`src/rtl/core/u8dec_pkg.sv`:
```
// Shared types and constants for the UTF-8 to UTF-32 decoder.
// Used by u8dec_lead, u8dec_accum and utf8_to_utf32_decoder; depends on nothing.
`timescale 1ns / 1ps
`default_nettype none

package u8dec_pkg;

    // Result status codes.
    localparam logic [1:0] ST_OK        = 2'd0;
    localparam logic [1:0] ST_STRAY     = 2'd1;
    localparam logic [1:0] ST_INVALID   = 2'd2;
    localparam logic [1:0] ST_TRUNCATED = 2'd3;

    // Payload masks of a lead byte, indexed by the number of payload bits.
    localparam logic [7:0] LEAD_MASK [0:8] = '{
        8'h00, 8'h01, 8'h03, 8'h07, 8'h0f, 8'h1f, 8'h3f, 8'h7f, 8'hff
    };

    // Classes of a byte seen while no sequence is open.
    typedef enum logic [1:0] {
        LK_SINGLE,
        LK_STRAY,
        LK_INVALID,
        LK_LEAD
    } t_lead_kind;

    // Decoded view of a byte taken as a lead byte.
    typedef struct packed {
        t_lead_kind  kind;
        logic [2:0]  remain;
        logic [7:0]  payload;
    } t_lead_info;

    // One result beat, before the output register.
    typedef struct packed {
        logic        valid;
        logic [31:0] code_point;
        logic [1:0]  status;
    } t_result;

endpackage

`default_nettype wire

```
`src/rtl/core/utf8_to_utf32_decoder.sv`:
```
// Top level of the UTF-8 to UTF-32 decoder: input register, output register
// and flow control. Depends on u8dec_pkg and u8dec_accum.
`timescale 1ns / 1ps
`default_nettype none

// The decoder takes one byte of UTF-8 text per beat and returns at most one
// 32-bit code point with a two-bit status per byte: a single-byte character
// right away, a multi-byte character on its last byte, and an error beat
// (code point zero) for a stray continuation byte, a 0xFF byte in idle, or
// text whose end mark falls inside a sequence. While the output side keeps
// up it accepts one byte every cycle without gaps. An accepted byte waits in
// the input register, and its result is then registered in the output
// register, from which it is taken at an edge where i_stall is low. A result
// held by an output stall stalls the input once the input register is also
// occupied. The sequence state in u8dec_accum is updated as each byte moves
// on from the input register. Continuation prefixes are not checked and the
// value wraps at 32 bits.
module utf8_to_utf32_decoder (
    input  wire logic        i_clk,
    input  wire logic        i_rst_n,
    input  wire logic        i_valid,
    output logic             o_stall,
    input  wire logic [7:0]  i_data_byte,
    input  wire logic        i_end_of_text,
    output logic             o_valid,
    input  wire logic        i_stall,
    output logic [31:0]      o_code_point,
    output logic [1:0]       o_status
);
    import u8dec_pkg::*;

    logic        r_in_valid;
    logic        n_in_valid;
    logic [7:0]  r_in_byte;
    logic        r_in_last;
    logic        r_out_valid;
    logic        n_out_valid;
    logic [31:0] r_code_point;
    logic [1:0]  r_status;
    logic        w_out_free;
    logic        w_fire;
    logic        w_accept;
    t_result     w_result;

    // The output register frees up when empty or when its beat is taken.
    assign w_out_free = !r_out_valid || !i_stall;
    assign w_fire     = r_in_valid && w_out_free;
    assign o_stall    = r_in_valid && !w_out_free;
    assign w_accept   = i_valid && !o_stall;

    u8dec_accum u_accum (
        .i_clk    (i_clk),
        .i_rst_n  (i_rst_n),
        .i_fire   (w_fire),
        .i_byte   (r_in_byte),
        .i_last   (r_in_last),
        .o_result (w_result)
    );

    // Input register occupancy.
    always_comb begin
        n_in_valid = r_in_valid;
        if (w_accept) begin
            n_in_valid = 1'b1;
        end else if (w_fire) begin
            n_in_valid = 1'b0;
        end
    end

    // Output register occupancy.
    always_comb begin
        n_out_valid = r_out_valid;
        if (w_fire) begin
            n_out_valid = w_result.valid;
        end else if (!i_stall) begin
            n_out_valid = 1'b0;
        end
    end

    always_ff @(posedge i_clk) begin
        if (!i_rst_n) begin
            r_in_valid  <= 1'b0;
            r_out_valid <= 1'b0;
        end else begin
            r_in_valid  <= n_in_valid;
            r_out_valid <= n_out_valid;
        end
    end

    // Payload registers.
    always_ff @(posedge i_clk) begin
        if (w_accept) begin
            r_in_byte <= i_data_byte;
            r_in_last <= i_end_of_text;
        end
        if (w_fire && w_result.valid) begin
            r_code_point <= w_result.code_point;
            r_status     <= w_result.status;
        end
    end

    assign o_valid      = r_out_valid;
    assign o_code_point = r_code_point;
    assign o_status     = r_status;

    // Nothing is shown in the cycle after reset.
    a_reset_empty : assert property (@(posedge i_clk)
        !i_rst_n |=> !o_valid)
        else $error("output beat valid after reset");

    // Every error beat carries a zero code point.
    a_error_zero : assert property (@(posedge i_clk) disable iff (!i_rst_n)
        (o_valid && o_status != ST_OK) |-> (o_code_point == 32'd0))
        else $error("error beat with nonzero code point");

    // Input stalls only while a byte waits behind a blocked output.
    a_stall_cause : assert property (@(posedge i_clk) disable iff (!i_rst_n)
        o_stall |-> (r_in_valid && r_out_valid && i_stall))
        else $error("input stalled without a blocked output");

    // A byte held back keeps its place in the input register.
    a_hold_input : assert property (@(posedge i_clk) disable iff (!i_rst_n)
        o_stall |=> (r_in_valid && $stable(r_in_byte) && $stable(r_in_last)))
        else $error("stalled input byte lost");

endmodule

`default_nettype wire

```
`src/rtl/core/u8dec_lead.sv`:
```
// Lead byte classifier: counts leading ones and extracts the payload bits.
// Depends on u8dec_pkg.
`timescale 1ns / 1ps
`default_nettype none

module u8dec_lead (
    input  wire logic [7:0]           i_byte,
    output u8dec_pkg::t_lead_info     o_lead
);
    import u8dec_pkg::*;

    logic [3:0] w_ones;
    logic       w_run;

    // Count the run of ones from the top bit down.
    always_comb begin
        w_ones = 4'd0;
        w_run  = 1'b1;
        for (int i = 7; i >= 0; i--) begin
            if (w_run && i_byte[i]) begin
                w_ones = w_ones + 4'd1;
            end else begin
                w_run = 1'b0;
            end
        end
    end

    // Classify the byte and keep the bits below the terminating zero.
    always_comb begin
        o_lead.remain  = 3'd0;
        o_lead.payload = 8'd0;
        case (w_ones)
            4'd0: begin
                o_lead.kind = LK_SINGLE;
            end
            4'd1: begin
                o_lead.kind = LK_STRAY;
            end
            4'd8: begin
                o_lead.kind = LK_INVALID;
            end
            default: begin
                o_lead.kind    = LK_LEAD;
                o_lead.remain  = 3'(w_ones - 4'd1);
                o_lead.payload = i_byte & LEAD_MASK[4'd7 - w_ones];
            end
        endcase
    end

endmodule

`default_nettype wire

```
`src/rtl/core/u8dec_accum.sv`:
```
// Sequence state and accumulation: holds the partial code point and the count
// of continuation bytes still due, and forms the result of each byte.
// Depends on u8dec_pkg and u8dec_lead.
`timescale 1ns / 1ps
`default_nettype none

module u8dec_accum (
    input  wire logic               i_clk,
    input  wire logic               i_rst_n,
    input  wire logic               i_fire,
    input  wire logic [7:0]         i_byte,
    input  wire logic               i_last,
    output u8dec_pkg::t_result      o_result
);
    import u8dec_pkg::*;

    logic [31:0] r_acc;
    logic [31:0] n_acc;
    logic [2:0]  r_remain;
    logic [2:0]  n_remain;
    t_lead_info  w_lead;
    logic [31:0] w_shifted;
    logic [2:0]  w_dec;

    u8dec_lead u_lead (
        .i_byte (i_byte),
        .o_lead (w_lead)
    );

    assign w_shifted = {r_acc[25:0], i_byte[5:0]};
    assign w_dec     = r_remain - 3'd1;

    // Next state and result for the byte in the input register.
    always_comb begin
        n_acc               = r_acc;
        n_remain            = r_remain;
        o_result.valid      = 1'b0;
        o_result.code_point = 32'd0;
        o_result.status     = ST_OK;
        if (r_remain != 3'd0) begin
            // Inside a sequence every byte counts as a continuation.
            if (w_dec == 3'd0) begin
                o_result.valid      = 1'b1;
                o_result.code_point = w_shifted;
                n_acc               = 32'd0;
                n_remain            = 3'd0;
            end else if (i_last) begin
                o_result.valid  = 1'b1;
                o_result.status = ST_TRUNCATED;
                n_acc           = 32'd0;
                n_remain        = 3'd0;
            end else begin
                n_acc    = w_shifted;
                n_remain = w_dec;
            end
        end else begin
            case (w_lead.kind)
                LK_SINGLE: begin
                    o_result.valid      = 1'b1;
                    o_result.code_point = {24'd0, i_byte};
                end
                LK_STRAY: begin
                    o_result.valid  = 1'b1;
                    o_result.status = ST_STRAY;
                end
                LK_INVALID: begin
                    o_result.valid  = 1'b1;
                    o_result.status = ST_INVALID;
                end
                LK_LEAD: begin
                    if (i_last) begin
                        o_result.valid  = 1'b1;
                        o_result.status = ST_TRUNCATED;
                    end else begin
                        n_acc    = {24'd0, w_lead.payload};
                        n_remain = w_lead.remain;
                    end
                end
                default: begin
                    o_result.valid = 1'b0;
                end
            endcase
        end
        // Nothing is produced unless the byte moves on this cycle.
        if (!i_fire) begin
            o_result.valid = 1'b0;
        end
    end

    // State registers update only when the byte is processed.
    always_ff @(posedge i_clk) begin
        if (!i_rst_n) begin
            r_acc    <= 32'd0;
            r_remain <= 3'd0;
        end else if (i_fire) begin
            r_acc    <= n_acc;
            r_remain <= n_remain;
        end
    end

endmodule

`default_nettype wire

```
`config.mk`:
```
export PLATFORM = sky130hd
export DESIGN_NAME = utf8_to_utf32_decoder
export DESIGN_NICKNAME = d
export VERILOG_FILES = /design/src/rtl/core/u8dec_pkg.sv /design/src/rtl/core/utf8_to_utf32_decoder.sv /design/src/rtl/core/u8dec_lead.sv /design/src/rtl/core/u8dec_accum.sv
export SDC_FILE = /design/constraint.sdc
export NUM_CORES = 1
export LEC_CHECK = 0
export BUFFER_PORTS_ARGS = -buffer_cell sky130_fd_sc_hd__buf_2
export CAP_MARGIN = 20
export CORE_ASPECT_RATIO = 1.25
export CORE_MARGIN = 5
export CORE_UTILIZATION = 30
export DETAILED_ROUTE_END_ITERATION = 10
export PLACE_DENSITY = 0.52
export SYNTH_ARGS = -nofsm -noshare
export SYNTH_HDL_FRONTEND = slang
export SYNTH_SLANG_ARGS = --single-unit
```
`constraint.sdc`:
```
create_clock -name i_clk -period 15.3 [get_ports i_clk]
set_clock_uncertainty 0.05 [all_clocks]
set_input_delay 4.59 -clock i_clk [delete_from_list [all_inputs] [get_ports i_clk]]
set_output_delay 4.59 -clock i_clk [all_outputs]
set_load 0.02 [all_outputs]
```
== Yosys cells after proc, flatten, opt, wreduce, memory -nomap -nowiden ==
Memories as Yosys holds them, arrays and structs flattened.
Cells that the tools add are included.

* Equality and inequality tests: 7
* Div/mod/pow operators: 0
* Reductions and logical operators: 25
* Multipliers: 0
* Shift-type cells: 0
* Muxes and demuxes: 43
* Add/subtract/negate cells: 10
* Bitwise logic cells: 2
* Order comparisons: 1

{| class="wikitable"
|+ Operators by type and width
! cell !! count
|-
| $mux W26 || 5
|-
| $mux W35 || 1
|-
| $mux W32 || 1
|-
| $add A4 B1 Y4 const B || 7
|-
| $mux W4 || 7
|-
| $mux W8 || 3
|-
| $mux W1 || 15
|-
| $mux W3 || 5
|-
| $pmux W2 S3 || 2
|-
| $logic_and A1 B1 Y1 || 11
|-
| $mux W11 || 1
|-
| $and A8 B8 Y8 || 1
|-
| $reduce_or A3 Y1 || 2
|-
| $sub A3 B1 Y3 const B || 2
|-
| $ge A5 B5 Y1 const B || 1
|-
| $not A4 Y5 || 1
|-
| $eq A2 B2 Y1 const B || 2
|-
| $eq A4 B1 Y1 const B || 1
|-
| $eq A4 B4 Y1 const B || 1
|-
| $logic_not A1 Y1 || 4
|-
| $logic_not A4 Y1 || 1
|-
| $mux W2 || 2
|-
| $ne A2 B1 Y1 const B || 2
|-
| $reduce_bool A2 Y1 || 2
|-
| 8 further kinds || 8
|}

* ROM bits: 128
* Register bits: 74
* Output and inout bits: 36
* Logic and storage cells: 97
* Memories: 1
* Bits in latches: 0
* Input port bits: 13
* RAM bits: 0

{| class="wikitable"
|+ Memories
! memory !! depth !! width !! read ports !! clocked after memory_dff !! write ports !! RTL line !! RTL
|-
| (no name shown) || 16 || 8 || 1 || 0 || 0 || u8dec_lead.sv:45 || <nowiki>o_lead.payload = i_byte & LEAD_MASK[4'd7 - w_ones];</nowiki>
|}

== Depth between registers and ports, before layout ==
Gate-level depths: netlist of the first run.

* Depth in word-level cells: 25
* Mapped depth: 29
* Gate-level depth less buffers: 28

== By module ==
From an unflattened synthesis of the first run, not the netlist that was laid out.

* Cell total of the unflattened synthesis: 336
* Area, all modules: 3838.7 um^2

{| class="wikitable"
|+ Modules (own cells, without submodules)
! module !! area an instance (um^2) !! instances !! seq. area each (um^2) !! cells an instance
|-
| u8dec_accum || 1508.9 || 1 || 580.6 || 150
|-
| utf8_to_utf32_decoder || 1382.6 || 1 || 1331.3 || 53
|-
| u8dec_lead || 947.2 || 1 || 0.0 || 133
|}

== Worst setup path after synthesis of the first run ==
Ideal clock, no wire load.

* Kind: input to output
* Start point: input i_stall
* End point: output o_stall
* Arrival time: 4876 ps
* Required time: 10660 ps
* Stages: 1
* Path slack: 5784 ps
* Cell sequence: and3_1

* Longest elaborated chain between the ends: 4

{| class="wikitable"
|+ Ends and longest elaborated chain
! item !! RTL line !! RTL
|-
| start, declared || utf8_to_utf32_decoder.sv:26 || <nowiki>input wire logic i_stall,</nowiki>
|-
| $logic_not A1 Y1 || - ||
|-
| $logic_or A1 B1 Y1 || utf8_to_utf32_decoder.sv:46 || <nowiki>assign w_out_free = !r_out_valid || !i_stall;</nowiki>
|-
| $logic_not A1 Y1 || utf8_to_utf32_decoder.sv:48 || <nowiki>assign o_stall = r_in_valid && !w_out_free;</nowiki>
|-
| $logic_and A1 B1 Y1 || utf8_to_utf32_decoder.sv:48 ||
|-
| end, declared || utf8_to_utf32_decoder.sv:22 || <nowiki>output logic o_stall,</nowiki>
|}

No other way between the ends.

== Final worst setup path of the first run ==
Ends and elaborated chain as after synthesis.

==> out/results.tsv, run 1 <==
metric	value	unit
synth_top_family_by_area	compound AO/OA/AOI/OAI gates	
avgSynthCellArea	10.8	um2
cts_num_sinks	74	
n_antenna_cell	0	
synth_top_area_share	34.1	%
status	complete, no violations	
cts-root-buf	clkbuf_16	
seq_area_frac_synth	50.5	%
synth_adder_area_share	4.63	%
synthTopCellsByCount	edfxtp_1 (43), and2_1 (34), dfxtp_1 (31)	
static-leakage-power	0.00171	uW
max_freq	103	MHz
gp_congestion	0.886	
synth_mux_area_share	2.48	%
p_per_area	110	nW/um2
synth_xor_area_share	1.42	%
holdCritPathClass	reg -> reg	
clk_latency	0.34	ns
path_delay_family	buffers and inverters	
peakVddDrop	0.0659	mV
cp.arrival	5.06	ns
drv_slew	0	
preCtsSetupSlack	5.60	ns
critPathMaxStageDelay	0.20	ns
hold_violations	0	
setup_viol	0	
synth_area_leaders	edfxtp_1 (34%), dfxtp_1 (16%), and2_1 (5.6%)	
rsz0062_at_grt	false	
r2r_slack	8.11	ns
vias_per_cell	4.90	
grt_pass1_vias	2869	
layout_setup_ws	5.60	ns
grt_pass1_wl	14100	um
fin_tns_setup	0	ns
rr_endpoint	o_code_point[1]	
wl_per_cell	14.8	um
area_growth	18.8	%
crit_top_cell	buf_2	
crit_chain	buf_2 > and3_1 > buf_2	
met2_usage	19.3	%
r2r_start	r_in_byte[6]	
firstDrtPassIters	4	
slowest_stage	and3_1	
drive_gt1_share	21.9	%
antenna_found_initial	0	
ys_warn_count	0	
endpoint_kind	output pin	
critPathKind	in -> out	
dieArea	15000	um2
met1_usage	14.1	%
async_flop_share	0	%
tightest_slew	0.870	ns
clockBufferDepth	2	
initial_core_util	30.8	%
die_h	136	um
path_buf_inv	2	
die_w	110	um
grt_max_degree	35	
routed_wl	8340	um
slew_headroom	41.8	%
synth_compound_area_share	18.4	%
start_kind	input pin	
yosysMostFrequentCell	edfxtp_1	
ys_seq_elements	74	
numCtsBuffers	9	
grt.total_usage	11.7	%
synthesis.nets	378	
cts_hold_buf	0	
tritoncts	done	
coreArea	12300	um2
syn_area	3780	um2
ant_nets	0	
grt-ovfl-total	0	
drtIter0Drc	89	
worstHoldStart	u_accum.r_acc[25]	
num_io_pins	49	
io_buffers	48	
yosysTopAreaCell	edfxtp_1	
hold_end	u_accum.r_acc[25]	
top_usage_layer	met2	
ys.flop_type	edfxtp_1	
syn_inst	351	
rows	45	
crit_path_max_fanout	3	
reg2regPathDepth	27	
htree_levels	3	
dp_hpwl	6010	um
path_clk_slew	0.06	ns
post-route-min-period	9.70	ns
holdPathStages	2	
use_met3	3.53	%
synthSimpleGateAreaFrac	17.6	%
remaining_drc_errors	0	
synth.distinct_cells	60	
postCtsSetupRepairBufs	0	
synth_edf_count	43	
drv_cap	0	
final_nets	420	
cts.repair.resized	0	
fin_crit_sh	63.4	%
vias	2752	
cp.required	10.66	ns
-- sequential cells by signal (all words and copies together) (netlist names) --
name,count
o_code_point,32
o_status,2
o_valid,1
r_in_byte,8
r_in_last,1
r_in_valid,1
u_accum.r_acc,26
u_accum.r_remain,3
-- how the worst max path moves through the flow --
stage / start / endpoint / slack (ns) / cells after the start
final: i_stall / o_stall / 5.60 / 3
after detailed placement: i_stall / o_stall / 5.60 / 3
after floorplan: i_stall / o_stall / 5.78 / 1
after global placement: i_stall / o_stall / 5.61 / 3
after CTS: i_stall / o_stall / 5.59 / 3
after global routing: i_stall / o_stall / 5.54 / 3
-- per-layer routing --
metal	share of wire, %	routed length (um)
met4	2.7	228
met2	48	3980
met5	0	0
met3	4.0	333
met1	46	3810
-- layout by cell type (no fill, tap or decap), types with 14 or more instances in the layout --
master and n:
ha_1 14, dfxtp_1 31, inv_1 23, nand2_1 24
nor2_1 14, nand3_1 14, and2_1 34, buf_2 48
a21oi_1 14, edfxtp_1 43
-- stage by stage --
step           power, uW  instance area (um2)  instances  hold WS, ns  util [%]
6_report             493                 4490        562        0.426      36.6
5_1_grt              512                 4490        562        0.454      36.6
4_1_cts              499                 4470        561        0.429      36.4
3_5_place_dp         279                 4160        545        0.420      33.9
3_3_place_gp         278                 4160        545        0.408      33.9
2_1_floorplan        265                 3780        351        0.388         -
-- final cells by class --
cell class | instances | area, um2
timing repair buffer | 52 | 283
clock inverter | 7 | 83.8
tap | 164 | 205
sequential | 74 | 1910
fill | 1254 | 7780
multi-input combinational | 233 | 1700
clock buffer | 9 | 225
inverter | 23 | 86.3
-- cells by family after synthesis --
logic type                 after synthesis
DFF                                     74
adders and majority gates               14
buffers and inverters                   44
AOI/OAI and AO/OA                       89
muxes                                    8
xor gates and xnor gates                 3
and+or+nand+nor                        119
-- power breakdown --
part | switching, uW | total, uW | internal, uW
registers | 5.62 | 224 | 219
logic | 32.3 | 50.8 | 18.5
clock network | 88.8 | 218 | 129
-- tightest hold or removal path, delay by kind of cell (launching register included) --
| kind | cells | cell delay, ns |
|---|---|---|
| flip-flops | 1 | 0.31 |
| AND/OR/NAND/NOR | 1 | 0.07 |
| AO/OA/AOI/OAI | 1 | 0.06 |
Power figures use the tool's default switching activity.
==> inputs of run 2 (changes only) <==
--- a/config.mk
+++ b/config.mk
@@ -11,7 +11,7 @@
 export CORE_MARGIN = 5
 export CORE_UTILIZATION = 30
 export DETAILED_ROUTE_END_ITERATION = 10
-export PLACE_DENSITY = 0.52
+export PLACE_DENSITY = 0.54
 export SYNTH_ARGS = -nofsm -noshare
 export SYNTH_HDL_FRONTEND = slang
 export SYNTH_SLANG_ARGS = --single-unit
==> constraint.sdc (replaced) <==
create_clock -name i_clk -period 8 [get_ports i_clk]
set_clock_uncertainty 0.05 [all_clocks]
set_input_delay 2.4 -clock i_clk [delete_from_list [all_inputs] [get_ports i_clk]]
set_output_delay 2.4 -clock i_clk [all_outputs]
set_load 0.02 [all_outputs]
==> out/results.tsv, run 2 (synthesis gave the netlist of run 1 again) <==
metric	value	unit
status	complete, no violations	
drtIter0Drc	143	
fin_tns_setup	0	ns
firstDrtPassIters	4	
setup_viol	0	
die_h	136	um
grt.total_usage	11.8	%
postCtsSetupRepairBufs	0	
grt_max_degree	35	
initial_core_util	30.8	%
fin_crit_sh	89.0	%
cts.repair.resized	0	
clockBufferDepth	2	
dieArea	15000	um2
remaining_drc_errors	0	
endpoint_kind	flop	
crit_path_max_fanout	34	
vias	2782	
preCtsSetupSlack	0.908	ns
layout_commonest_cell	buf_2	
rows	45	
vias_per_cell	4.96	
hold_violations	0	
peakVddDrop	0.0924	mV
crit_top_cell	ha_1	
holdCritPathClass	reg -> reg	
area_growth	19.0	%
slowest_stage	edfxtp_1	
numCtsBuffers	9	
cp.required	7.94	ns
ant_nets	0	
layout_common_cells	buf_2 (48), edfxtp_1 (43), and2_1 (34), dfxtp_1 (31), nand2_1 (24)	
slew_headroom	40.9	%
n_antenna_cell	0	
grt-ovfl-total	0	
power	976	uW
tightest_slew	0.884	ns
drive_gt1_share	21.9	%
cts-root-buf	clkbuf_16	
grt_pass1_wl	14100	um
final_nets	419	
post-route-min-period	7.12	ns
largest_register_ffs	32	
start_kind	flop	
static-leakage-power	0.00172	uW
gp_congestion	0.878	
wl_per_cell	15.4	um
io_buffers	48	
htree_levels	3	
critPathMaxStageDelay	0.50	ns
num_io_pins	49	
rsz0062_at_grt	false	
cp.arrival	7.06	ns
routed_wl	8650	um
drv_slew	0	
tritoncts	done	
drv_cap	0	
cts_num_sinks	74	
max_freq	140	MHz
path_clk_slew	0.06	ns
die_w	110	um
p_per_area	217	nW/um2
fill_cells	1278	
critPathKind	reg -> reg	
cts_hold_buf	0	
coreArea	12300	um2
layout_setup_ws	0.881	ns
grt_pass1_vias	2712	
clk_latency	0.34	ns
antenna_found_initial	0	
dp_hpwl	6240	um
run 2: cell types whose count changed in the layout (fill, tap and decap cells not counted), sizes merged:
cell and change:
inv -1, clkbuf +1, clkinvlp -1, buf -1
bufinv +1
run 2: metrics by stage:
step	utilization (%)	instances	hold WS [ns]	cell area, um2
after floorplan	-	351	0.388	3780
after global placement	34.0	545	0.411	4170
after detailed placement	34.0	545	0.407	4170
after CTS	36.7	561	0.418	4500
after global routing	36.7	561	0.438	4500
final	36.7	561	0.419	4500
run 2: layout make-up:
cell class	count	area (um2)	share of cell area [%]
inverter	23	86.3	1.92
multi-input combinational	233	1700	37.8
timing repair buffer	51	263	5.84
clock inverter	6	95.1	2.11
tap	164	205	4.56
clock buffer	10	239	5.31
sequential	74	1910	42.5
run 2: power by group:
part,switching (uW),internal [uW],total (uW)
combinational,62.9,34.7,97.6
clock,164,285,449
sequential,10.7,418,429
total,238,738,976
run 2: path summary, 6_finish.rpt:
path | start | endpoint | slack, ns | cells after the start
max | r_in_byte[6] | o_code_point[1] | 0.88 | 27
min | u_accum.r_acc[25] | u_accum.r_acc[25] | 0.42 | 2
max reg2reg | r_in_byte[6] | o_code_point[1] | 0.88 | 27
min reg2reg | u_accum.r_acc[25] | u_accum.r_acc[25] | 0.42 | 2
run 2: critical path, delay by kind of cell (launching register included):
kind	cells	cell delay [ns]
AOI/OAI and AO/OA	7	1.60
buffers and inverters	3	0.59
and+or+nand+nor	6	1.02
DFF	1	0.50
muxes	4	0.76
adders and majority gates	7	2.22
run 2: per-layer routing:
| metal | wire (um) | track usage (%) |
|---|---|---|
| met1 | 3730 | 13.9 |
| met2 | 4320 | 20.2 |
| met4 | 171 | 5.13 |
| met3 | 427 | 3.35 |
| met5 | 0 | 0 |
